**config.mk**
```make
export PLATFORM = sky130hd
export DESIGN_NAME = six_bit_text_codec_top
export DESIGN_NICKNAME = d
export VERILOG_FILES = /design/src/sbtc_pkg.sv /design/src/sbtc_core.sv /design/src/sbtc_drain.sv /design/src/six_bit_text_codec_top.sv
export SDC_FILE = /design/constraint.sdc
export NUM_CORES = 1
export LEC_CHECK = 0
export BUFFER_PORTS_ARGS = -buffer_cell sky130_fd_sc_hd__buf_2
export CAP_MARGIN = 15
export CORE_ASPECT_RATIO = 0.7
export CORE_MARGIN = 8
export CORE_UTILIZATION = 49
export CTS_BUF_LIST = sky130_fd_sc_hd__clkbuf_4 sky130_fd_sc_hd__clkbuf_8
export DETAILED_ROUTE_END_ITERATION = 12
export PLACE_DENSITY = 0.68
export SLEW_MARGIN = 20
export SYNTH_ARGS = -nofsm -noshare
export SYNTH_HDL_FRONTEND = slang
export SYNTH_SLANG_ARGS = --single-unit
```
**constraint.sdc**
```tcl
create_clock -name clk -period 3.23 [get_ports clk]
set_input_delay 0.4845 -clock clk [delete_from_list [all_inputs] [get_ports clk]]
set_output_delay 0.4845 -clock clk [all_outputs]
set_load 0.005 [all_outputs]
```
**src/sbtc_pkg.sv**
```systemverilog
// Shared types, constants and helpers for the six-bit text codec.
package sbtc_pkg;

    localparam int MAX_LINE_BYTES = 60;
    localparam int MAX_LINE_CHARS = 80;
    localparam int RUN_W          = $clog2(MAX_LINE_CHARS + 1);
    localparam int BURST_MAX      = 4;
    localparam int COUNT_W        = $clog2(BURST_MAX + 1);

    localparam logic [7:0] CHAR_OFFSET = 8'd33;
    localparam logic [7:0] DEC_ADJUST  = 8'd31;   // 64 - 33, keeps the subtraction positive

    localparam logic MODE_ENCODE = 1'b0;
    localparam logic MODE_DECODE = 1'b1;

    typedef struct packed {
        logic [7:0] data_in;
        logic       last_in;
    } in_word_t;

    typedef struct packed {
        logic [7:0] data_out;
        logic       last_out;
        logic       overrun;
    } out_word_t;

    typedef struct packed {
        out_word_t [BURST_MAX-1:0] word;
        logic      [COUNT_W-1:0]   count;
    } burst_t;

    function automatic logic [7:0] enc_char(input logic [5:0] slice);
        enc_char = {2'b00, slice} + CHAR_OFFSET;
    endfunction

endpackage

```
**src/sbtc_core.sv**
```systemverilog
// Group assembly, line limit tracking and result burst formation.
module sbtc_core (
    input  logic              clk,
    input  logic              rst_n,
    input  logic              cfg_we,
    input  logic              cfg_mode,
    input  logic              accept,
    input  sbtc_pkg::in_word_t item,
    output sbtc_pkg::burst_t   burst
);
    import sbtc_pkg::*;

    logic             mode_reg;
    logic [23:0]      bits_reg,  bits_next;
    logic [1:0]       pos_reg,   pos_next;
    logic [RUN_W-1:0] run_reg,   run_next;
    logic             ovr_reg,   ovr_next;

    logic [RUN_W-1:0] limit;
    logic [RUN_W-1:0] run_inc;
    logic [23:0]      bits_new;
    logic [1:0]       enc_pos;
    logic [5:0]       dec_val;
    logic [7:0]       dec_sum;
    logic [COUNT_W-1:0] n;

    assign limit   = (mode_reg == MODE_DECODE) ? RUN_W'(MAX_LINE_CHARS) : RUN_W'(MAX_LINE_BYTES);
    assign run_inc = run_reg + RUN_W'(1);
    assign enc_pos = (pos_reg == 2'd3) ? 2'd2 : pos_reg;
    assign dec_sum = item.data_in + DEC_ADJUST;
    assign dec_val = dec_sum[5:0];

    always_comb
    begin
        bits_next = bits_reg;
        pos_next  = pos_reg;
        run_next  = run_reg;
        ovr_next  = ovr_reg;
        bits_new  = bits_reg;
        n         = '0;
        burst     = '0;

        if (ovr_reg || (run_reg >= limit))
        begin
            // Beyond the line limit: drop the open group, report once at the end.
            ovr_next  = 1'b1;
            bits_next = '0;
            pos_next  = '0;
            if (item.last_in)
            begin
                n = COUNT_W'(1);
                burst.word[0] = '{data_out: 8'd0, last_out: 1'b1, overrun: 1'b1};
            end
        end
        else
        begin
            run_next = run_inc;
            if (mode_reg == MODE_ENCODE)
            begin
                unique case (enc_pos)
                    2'd0:    bits_new = bits_reg | {item.data_in, 16'h0};
                    2'd1:    bits_new = bits_reg | {8'h0, item.data_in, 8'h0};
                    default: bits_new = bits_reg | {16'h0, item.data_in};
                endcase
                bits_next = bits_new;
                pos_next  = enc_pos + 2'd1;
                if ((enc_pos == 2'd2) || item.last_in)
                begin
                    n = (enc_pos == 2'd2) ? COUNT_W'(4) : COUNT_W'(enc_pos) + COUNT_W'(2);
                    burst.word[0].data_out = enc_char(bits_new[23:18]);
                    burst.word[1].data_out = enc_char(bits_new[17:12]);
                    burst.word[2].data_out = enc_char(bits_new[11:6]);
                    burst.word[3].data_out = enc_char(bits_new[5:0]);
                    bits_next = '0;
                    pos_next  = '0;
                end
            end
            else
            begin
                unique case (pos_reg)
                    2'd0:    bits_new = bits_reg | {dec_val, 18'h0};
                    2'd1:    bits_new = bits_reg | {6'h0, dec_val, 12'h0};
                    2'd2:    bits_new = bits_reg | {12'h0, dec_val, 6'h0};
                    default: bits_new = bits_reg | {18'h0, dec_val};
                endcase
                bits_next = bits_new;
                pos_next  = pos_reg + 2'd1;
                if ((pos_reg == 2'd3) || item.last_in)
                begin
                    n = COUNT_W'(3);
                    if (item.last_in && (run_inc != RUN_W'(MAX_LINE_CHARS)))
                        n = (bits_new[15:0] == 16'h0) ? COUNT_W'(1) : COUNT_W'(2);
                    burst.word[0].data_out = bits_new[23:16];
                    burst.word[1].data_out = bits_new[15:8];
                    burst.word[2].data_out = bits_new[7:0];
                    bits_next = '0;
                    pos_next  = '0;
                end
            end
            // Mark the final word of the run.
            for (int i = 0; i < BURST_MAX; i++)
                burst.word[i].last_out = item.last_in && (COUNT_W'(i + 1) == n);
        end

        if (item.last_in)
        begin
            bits_next = '0;
            pos_next  = '0;
            run_next  = '0;
            ovr_next  = 1'b0;
        end
        burst.count = n;
    end

    always_ff @(posedge clk or negedge rst_n)
    begin
        if (!rst_n)
        begin
            mode_reg <= MODE_ENCODE;
            bits_reg <= '0;
            pos_reg  <= '0;
            run_reg  <= '0;
            ovr_reg  <= 1'b0;
        end
        else if (cfg_we)
        begin
            mode_reg <= cfg_mode;
            bits_reg <= '0;
            pos_reg  <= '0;
            run_reg  <= '0;
            ovr_reg  <= 1'b0;
        end
        else if (accept)
        begin
            bits_reg <= bits_next;
            pos_reg  <= pos_next;
            run_reg  <= run_next;
            ovr_reg  <= ovr_next;
        end
    end

endmodule

```
**src/sbtc_drain.sv**
```systemverilog
// Result buffer that holds one burst and hands it out a word per cycle while out_ready is high.
module sbtc_drain (
    input  logic                clk,
    input  logic                rst_n,
    input  logic                load,
    input  sbtc_pkg::burst_t    burst,
    output logic                space,
    output logic                out_valid,
    input  logic                out_ready,
    output sbtc_pkg::out_word_t out_data
);
    import sbtc_pkg::*;

    out_word_t [BURST_MAX-1:0] words_reg;
    logic      [COUNT_W-1:0]   count_reg;
    logic                      pop;
    logic                      fill;

    assign out_valid = (count_reg != '0);
    assign out_data  = words_reg[0];
    assign pop       = out_valid && out_ready;
    assign space     = (count_reg == '0) || ((count_reg == COUNT_W'(1)) && out_ready);
    assign fill      = load && (burst.count != '0);

    always_ff @(posedge clk or negedge rst_n)
    begin
        if (!rst_n)
            count_reg <= '0;
        else if (fill)
            count_reg <= burst.count;
        else if (pop)
            count_reg <= count_reg - COUNT_W'(1);
    end

    always_ff @(posedge clk)
    begin
        if (fill)
            words_reg <= burst.word;
        else if (pop)
        begin
            // advance the queue towards the head
            for (int i = 0; i < BURST_MAX - 1; i++)
                words_reg[i] <= words_reg[i+1];
        end
    end

endmodule

```
**src/six_bit_text_codec_top.sv**
```systemverilog
// Top level of the six-bit text codec: input handshake, core and result buffer.
// The first result word of an input word is presented right after the edge that accepts
// it. Result words leave one per cycle while out_ready is high; a new input word is
// taken while the result buffer is empty or handing out its final word.
// Reset: mode returns to encode, the run state clears and the result buffer empties.
module six_bit_text_codec_top (
    input  logic                clk,
    input  logic                rst_n,
    input  logic                in_valid,
    output logic                in_ready,
    input  sbtc_pkg::in_word_t  in_data,
    output logic                out_valid,
    input  logic                out_ready,
    output sbtc_pkg::out_word_t out_data,
    input  logic                cfg_valid,
    output logic                cfg_ready,
    input  logic                cfg_data
);
    import sbtc_pkg::*;

    burst_t burst;
    logic   space;
    logic   accept;

    // Mode writes must arrive only while idle; the block does not enforce this and takes them at once.
    assign cfg_ready = 1'b1;

    // Hold input off unless the result buffer is empty or its last word is leaving.
    assign in_ready = space;
    assign accept   = in_valid && in_ready;

    // Assemble the group and form the burst of result words in one pass.
    sbtc_core u_core (
        .clk      (clk),
        .rst_n    (rst_n),
        .cfg_we   (cfg_valid && cfg_ready),
        .cfg_mode (cfg_data),
        .accept   (accept),
        .item     (in_data),
        .burst    (burst)
    );

    // Register the burst and drop one word per accepted output handshake.
    sbtc_drain u_drain (
        .clk       (clk),
        .rst_n     (rst_n),
        .load      (accept),
        .burst     (burst),
        .space     (space),
        .out_valid (out_valid),
        .out_ready (out_ready),
        .out_data  (out_data)
    );

endmodule

```
==> impl_metrics.yaml, run 1 <==
run_status:
  status: "finished, final reports clean"
worst_setup_path:
  end_kind: "register"
  cp-startpoint: "u_core.pos_reg[1]$_DFFE_PN0P_"
  crit_path_max_fanout: 18
  cpMaxStageDelayCell: "dfrtp_1"
  r2r-start: "u_core.pos_reg[1]$_DFFE_PN0P_"
  timing.rr.end: "u_drain.words_reg[11]$_DFFE_PP_"
  crit_cells: 10
  reg2reg_slack_ns: 0.12
  crit_path_end: "u_drain.words_reg[11]$_DFFE_PP_"
  required_ns: 3.34
  path_cells: "inv_1, ha_1, buf_4, or3_1, a22oi_1, nand2_1, nor3_2, nand3_1, o211ai_1, o21ai_0"
  critPathLaunchType: "register"
  crit_arrival_ns: 3.21
  reg2regPathDepth: 10
  max_stage_delay_ns: 0.45
  crit_buf_inv: 2
  crit_type: "register to register"
  crit_family: "simple AND/OR/NAND/NOR gates"
placement:
  gp_congestion: 0.9052
  place_ws_ns: -0.05987
  io_buffers: 26
  hpwl_mm: 12.53
floorplan:
  num_rows: 30
  start_util: 0.5064
  die_x_microns: 136.0
  core_area_sq_mm: 0.009759
  io_pins: 28
  die_h_microns: 100.0
  die-area_sq_mm: 0.01361
synthesis:
  synth_edf_count: 36
  synthesis.area_sq_mm: 0.004942
  synthArstFlopShare: 0.5135
  synth-main-ff-cell: "dfrtp_1"
  ys_warn_count: 0
  syn_nets: 585
  seq_area_frac_synth: 0.4111
  ys_ff_latch: 74
  synth_area_per_cell_sq_um: 8.986
  syn_inst: 550
  synth.distinct_cells: 63
power_and_ir_drop:
  p_per_area_mw_per_mm2: 558.8
  peakVddDrop_mv: 0.2345
  power_w: 0.003066
  total_leakage_power_nw: 2.300
sta:
  worst_slack_ns: 0.1243
  worstMarginPinSlew_ns: 0.9596
  min_period_ns: 3.106
  final.setup_skew_ns: 0.008157
  fin_crit_sh: 0.9615
  drv_slew: 0
  hold_viol: 0
  rsz0062_at_grt: "false"
  finalHoldWorstSlack_ns: 0.2746
  setup_viol: 0
  relSlewSlack: 0.3603
  clock.fmax_mhz: 322.0
clock_tree:
  clk_pin_slew_ns: 0.08
  clock_latency_ns: 0.36
  cts_tree: "built"
  h-tree-depth: 3
  hold_buffers: 0
  clock_sinks: 74
  cts_root_buffer: "clkbuf_8"
  cts_made_buffers: 9
  clockBufferDepth: 2
grt:
  grt_usage: 0.2514
  grt_pass1_vias: 4202
  grt_pass1_wl_mm: 25.67
  grt.overflow.total: 0
  grt_max_degree: 39
  antenna_found_initial: 0
routing:
  drc: 0
  vias: 4525
  drtPass1Iterations: 5
  via_per_inst: 6.418
  drt_iter0_drc: 502
  drtAntennaViolNets: 0
  totalWireLength_mm: 16.72
  avgRoutedWirePerCell_microns: 23.71
finish:
  nets: 607
  area_growth_syn_to_layout_pct: 11.01
  drive_gt1_frac: 0.1508
  largest_reg_flops: 26
  antenna_cells: 0
  final_util: 0.5622
job:
  drv_cap: 0
hold_path:
  hold_path_class: "primary input to async pin"
-- synthesized netlist by cell type (3+ instances only) --
cell type,n,area share
and2_1,4,0.0051
edfxtp_1,36,0.22
o31ai_1,9,0.014
mux2i_1,6,0.012
nor3b_1,4,0.0061
o21ai_1,6,0.0061
o21a_1,3,0.0046
ha_1,20,0.051
inv_1,18,0.014
nand2_1,61,0.046
a22o_1,28,0.050
a21o_1,6,0.0091
and3_1,6,0.0076
nor2b_1,6,0.0076
a21oi_1,41,0.042
o41ai_1,3,0.0053
a22oi_1,19,0.029
nor2_1,55,0.042
o22ai_1,10,0.013
xor2_1,8,0.014
buf_2,16,0.016
dfrtp_1,38,0.19
nand3_1,9,0.0091
nor3_1,10,0.010
nand4_1,3,0.0038
o21ai_0,44,0.045
buf_4,11,0.017
clkbuf_1,14,0.011
xnor2_1,12,0.021
o21bai_1,4,0.0061
-- what timing repair did --
item	in CTS	in global routing
buffers inserted	0	0
setup endpoints to repair	1	0
gates resized for setup	1	0
-- cells in the final DEF, fill, tap and decap left out, types with 4 or more instances in the layout --
cell      count
o21bai_1      4
o22ai_1      10
edfxtp_1     36
a21o_1        6
and3_1        6
and2_1        4
nor3b_1       4
nor2b_1       6
ha_1         20
nand3_1       9
a22oi_1      19
nor3_1       10
xnor2_1      12
inv_1        18
xor2_1        8
o21ai_1       6
clkbuf_8      9
nor2_1       55
a21oi_1      41
mux2i_1       6
o31ai_1       9
o21ai_0      44
buf_2        26
nand2_1      60
buf_4        27
a22o_1       28
dfrtp_1      38
-- power by group --
part | internal, W | total [W] | switching (W)
Combinational | 0.000320 | 0.000888 | 0.000568
Sequential | 0.00123 | 0.00129 | 0.0000631
Clock | 0.000524 | 0.000886 | 0.000361
-- worst min path at each step --
stage,startpoint,end,slack (ns)
after floorplan,rst_n,u_core.bits_reg[0]$_DFFE_PN0P_,0.19
after global placement,u_core.bits_reg[22]$_DFFE_PN0P_,u_core.bits_reg[22]$_DFFE_PN0P_,0.50
after detailed placement,u_core.bits_reg[22]$_DFFE_PN0P_,u_core.bits_reg[22]$_DFFE_PN0P_,0.50
after CTS,rst_n,u_core.run_reg[0]$_DFFE_PN0P_,0.29
after global routing,rst_n,u_core.run_reg[0]$_DFFE_PN0P_,0.33
final,rst_n,u_core.run_reg[0]$_DFFE_PN0P_,0.27
-- per-layer routing --
metal  vias up  global-route usage  share of wire  wire, microns
met4         0             0.06140          0.013            225
met1      2205              0.3919           0.50           8401
met5         -                   0              0              0
met3        19             0.05090          0.081           1348
met2       244              0.3387           0.40           6743
li1       2057                   -              -              -
-- final cells by class --
cell class	instances	area, sq um
timing repair buffer	54	352.8
inverter	18	67.56
tap	128	160.2
fill	881	4273
clock inverter	6	112.6
sequential	74	2032
clock buffer	10	131.4
multi-input combinational	415	2630
-- worst reg2reg max path: cells and delay by family, from the launching register on --
| family | cells | cell delay, ns |
|---|---|---|
| and+or+nand+nor | 4 | 0.83 |
| AOI/OAI and AO/OA | 3 | 0.81 |
| buffers and inverters | 2 | 0.46 |
| DFF | 1 | 0.45 |
| adders and majority gates | 1 | 0.30 |
-- through the flow --
step	setup TNS, ns	std cells	instance area (sq um)
after floorplan	0	550	4945
after global placement	0	689	5234
after detailed placement	-0.05987	689	5234
after CTS	0	705	5487
after global routing	0	705	5487
final	0	705	5487
-- logic make-up after synthesis --
| family | synth area share |
|---|---|
| DFF | 0.4111 |
| muxes | 0.01443 |
| buffers and inverters | 0.06025 |
| and+or+nand+nor | 0.1610 |
| AOI/OAI and AO/OA | 0.2663 |
| adders and majority gates | 0.05063 |
| other | 0.0007588 |
| xor gates and xnor gates | 0.03544 |
No activity file was read; power rests on OpenSTA's default activity.
==> run 2, diff against run 1 <==
--- a/config.mk
+++ b/config.mk
@@ -13,5 +13,7 @@
 export CTS_BUF_LIST = sky130_fd_sc_hd__clkbuf_4 sky130_fd_sc_hd__clkbuf_8
 export DETAILED_ROUTE_END_ITERATION = 12
+export HOLD_SLACK_MARGIN = 0.02
 export PLACE_DENSITY = 0.68
+export RECOVER_POWER = 25
 export SLEW_MARGIN = 20
 export SYNTH_ARGS = -nofsm -noshare
==> constraint.sdc (replaced) <==
create_clock -name clk -period 3.23 [get_ports clk]
set_input_delay 0.4845 -clock clk [delete_from_list [all_inputs] [get_ports clk]]
set_output_delay 0.4845 -clock clk [all_outputs]
set_load 0.01 [all_outputs]
==> impl_metrics.yaml, run 2 (synthesis gave the netlist of run 1 again) <==
run_status:
  status: "finished, violations left"
  violations: "max-capacitance violations, max-slew violations"
clock_tree:
  h-tree-depth: 3
  clockBufferDepth: 2
  cts_setup_buffers: 0
  cts_tree: "built"
  clock_latency_ns: 0.36
  hold_buffers: 0
  cts_root_buffer: "clkbuf_8"
  cts_made_buffers: 9
  clock_sinks: 74
  clk_pin_slew_ns: 0.08
floorplan:
  die_x_microns: 136.0
  die_h_microns: 100.0
  die-area_sq_mm: 0.01361
  start_util: 0.5064
  core_area_sq_mm: 0.009759
  io_pins: 28
  num_rows: 30
placement:
  hpwl_mm: 12.53
  place_ws_ns: -0.05987
  io_buffers: 26
  gp_congestion: 0.9052
worst_setup_path:
  required_ns: 3.34
  crit_path_max_fanout: 18
  crit_type: "register to register"
  critPathLaunchType: "register"
  crit_arrival_ns: 3.21
  end_kind: "register"
finish:
  area_growth_syn_to_layout_pct: 10.91
  multiInputGateArea_sq_mm: 0.002630
  layout_common_cells: "60 x nand2_1, 55 x nor2_1, 44 x o21ai_0"
  seqCellArea_sq_mm: 0.002032
  fillers: 883
  drive_gt1_frac: 0.1473
  nets: 607
  antenna_cells: 0
  largest_reg_flops: 26
  final_common_cell: "nand2_1"
routing:
  drtAntennaViolNets: 0
  avgRoutedWirePerCell_microns: 23.69
  vias: 4476
  totalWireLength_mm: 16.70
  drc: 0
  drtPass1Iterations: 5
  via_per_inst: 6.349
  drt_iter0_drc: 499
sta:
  drv_slew: 39
  setup_viol: 0
  fin_crit_sh: 0.9607
  worstMarginPinSlew_ns: 2.313
  rsz0062_at_grt: "false"
  relSlewSlack: -0.5418
  min_period_ns: 3.103
  clock.fmax_mhz: 322.3
  finalHoldWorstSlack_ns: 0.3423
  worst_slack_ns: 0.1270
  hold_viol: 0
  final.setup_skew_ns: 0.007480
grt:
  antenna_found_initial: 0
  grt_usage: 0.2514
  grt_max_degree: 39
  grt.overflow.total: 0
  grt_pass1_wl_mm: 25.67
  grt_pass1_vias: 4202
power_and_ir_drop:
  p_comb_frac: 0.295
  total_leakage_power_nw: 2.294
  switching_power_w: 0.001019
  peakVddDrop_mv: 0.2349
  p_per_area_mw_per_mm2: 564.1
  p_seq_frac: 0.418
  swShare: 0.3295
  p_int_w: 0.002073
  clkPwrFrac: 0.287
hold_path:
  hold_path_class: "primary input to register"
job:
  drv_cap: 1
-- run 2: cell count changes in the layout (fill, tap and decap cells not counted) --
cell      delta
buf_2        -1
buf_4        -1
clkbuf_1     +2
-- run 2: timing repair --
action	4_1_cts	5_1_grt
hold endpoints to repair	0	0
setup endpoints to repair	1	0
gates resized for setup	1	0
-- run 2: routing by layer --
layer	GRT usage	part of all wire	up-vias
met5	0	0	-
li1	-	-	2052
met4	0.06140	0.011	0
met3	0.05090	0.093	13
met1	0.3919	0.49	2170
met2	0.3387	0.40	241
-- run 2: final cells by class --
class | count | share of cell area
clock buffer | 10 | 0.02397
clock inverter | 6 | 0.02054
inverter | 18 | 0.01233
multi-input combinational | 415 | 0.4798
sequential | 74 | 0.3707
tap | 128 | 0.02922
timing repair buffer | 54 | 0.06346
-- run 2: metrics by stage --
step	util	instances	TNS, ns	cell area [sq um]	total power (W)
global placement	0.5363	689	0	5234	0.002202
finish	0.5617	705	0	5482	0.003092
floorplan	-	550	0	4945	0.001943
global route	0.5617	705	0	5482	0.003261
CTS	0.5622	705	0	5487	0.003106
detailed placement	0.5363	689	-0.05987	5234	0.002216
-- run 2: path summary, 6_finish.rpt --
path | cells after the start | start | end | slack [ns]
max in group asynchronous | 1 | rst_n | u_core.ovr_reg$_DFFE_PN0P_ | 1.10
min | 3 | cfg_data | u_core.mode_reg$_DFFE_PN0P_ | 0.34
max | 10 | u_core.pos_reg[1]$_DFFE_PN0P_ | u_drain.words_reg[11]$_DFFE_PP_ | 0.13
max reg2reg | 10 | u_core.pos_reg[1]$_DFFE_PN0P_ | u_drain.words_reg[11]$_DFFE_PP_ | 0.13
min in group asynchronous | 1 | rst_n | u_core.run_reg[0]$_DFFE_PN0P_ | 0.82
min reg2reg | 2 | u_core.bits_reg[22]$_DFFE_PN0P_ | u_core.bits_reg[22]$_DFFE_PN0P_ | 0.53
-- run 2: power by group through the flow --
| stage | logic (W) | clock network (W) | registers, W |
|---|---|---|---|
| 4_1_cts | 0.000909 | 0.000905 | 0.00129 |
| 2_1_floorplan | 0.000649 | 0 | 0.00129 |
| 3_3_place_gp | 0.000892 | 0 | 0.00131 |
| 3_5_place_dp | 0.000905 | 0 | 0.00131 |
| 5_1_grt | 0.00100 | 0.000949 | 0.00131 |
| 6_report | 0.000913 | 0.000888 | 0.00129 |
-- run 2: critical path, stage by stage (launching register included) --
cell      delay [ns]
dfrtp_1         0.44
inv_1           0.23
ha_1            0.30
buf_4           0.23
or3_1           0.37
a22oi_1         0.39
nand2_1         0.15
nor3_2          0.17
nand3_1         0.15
o211ai_1        0.30
o21ai_0         0.12
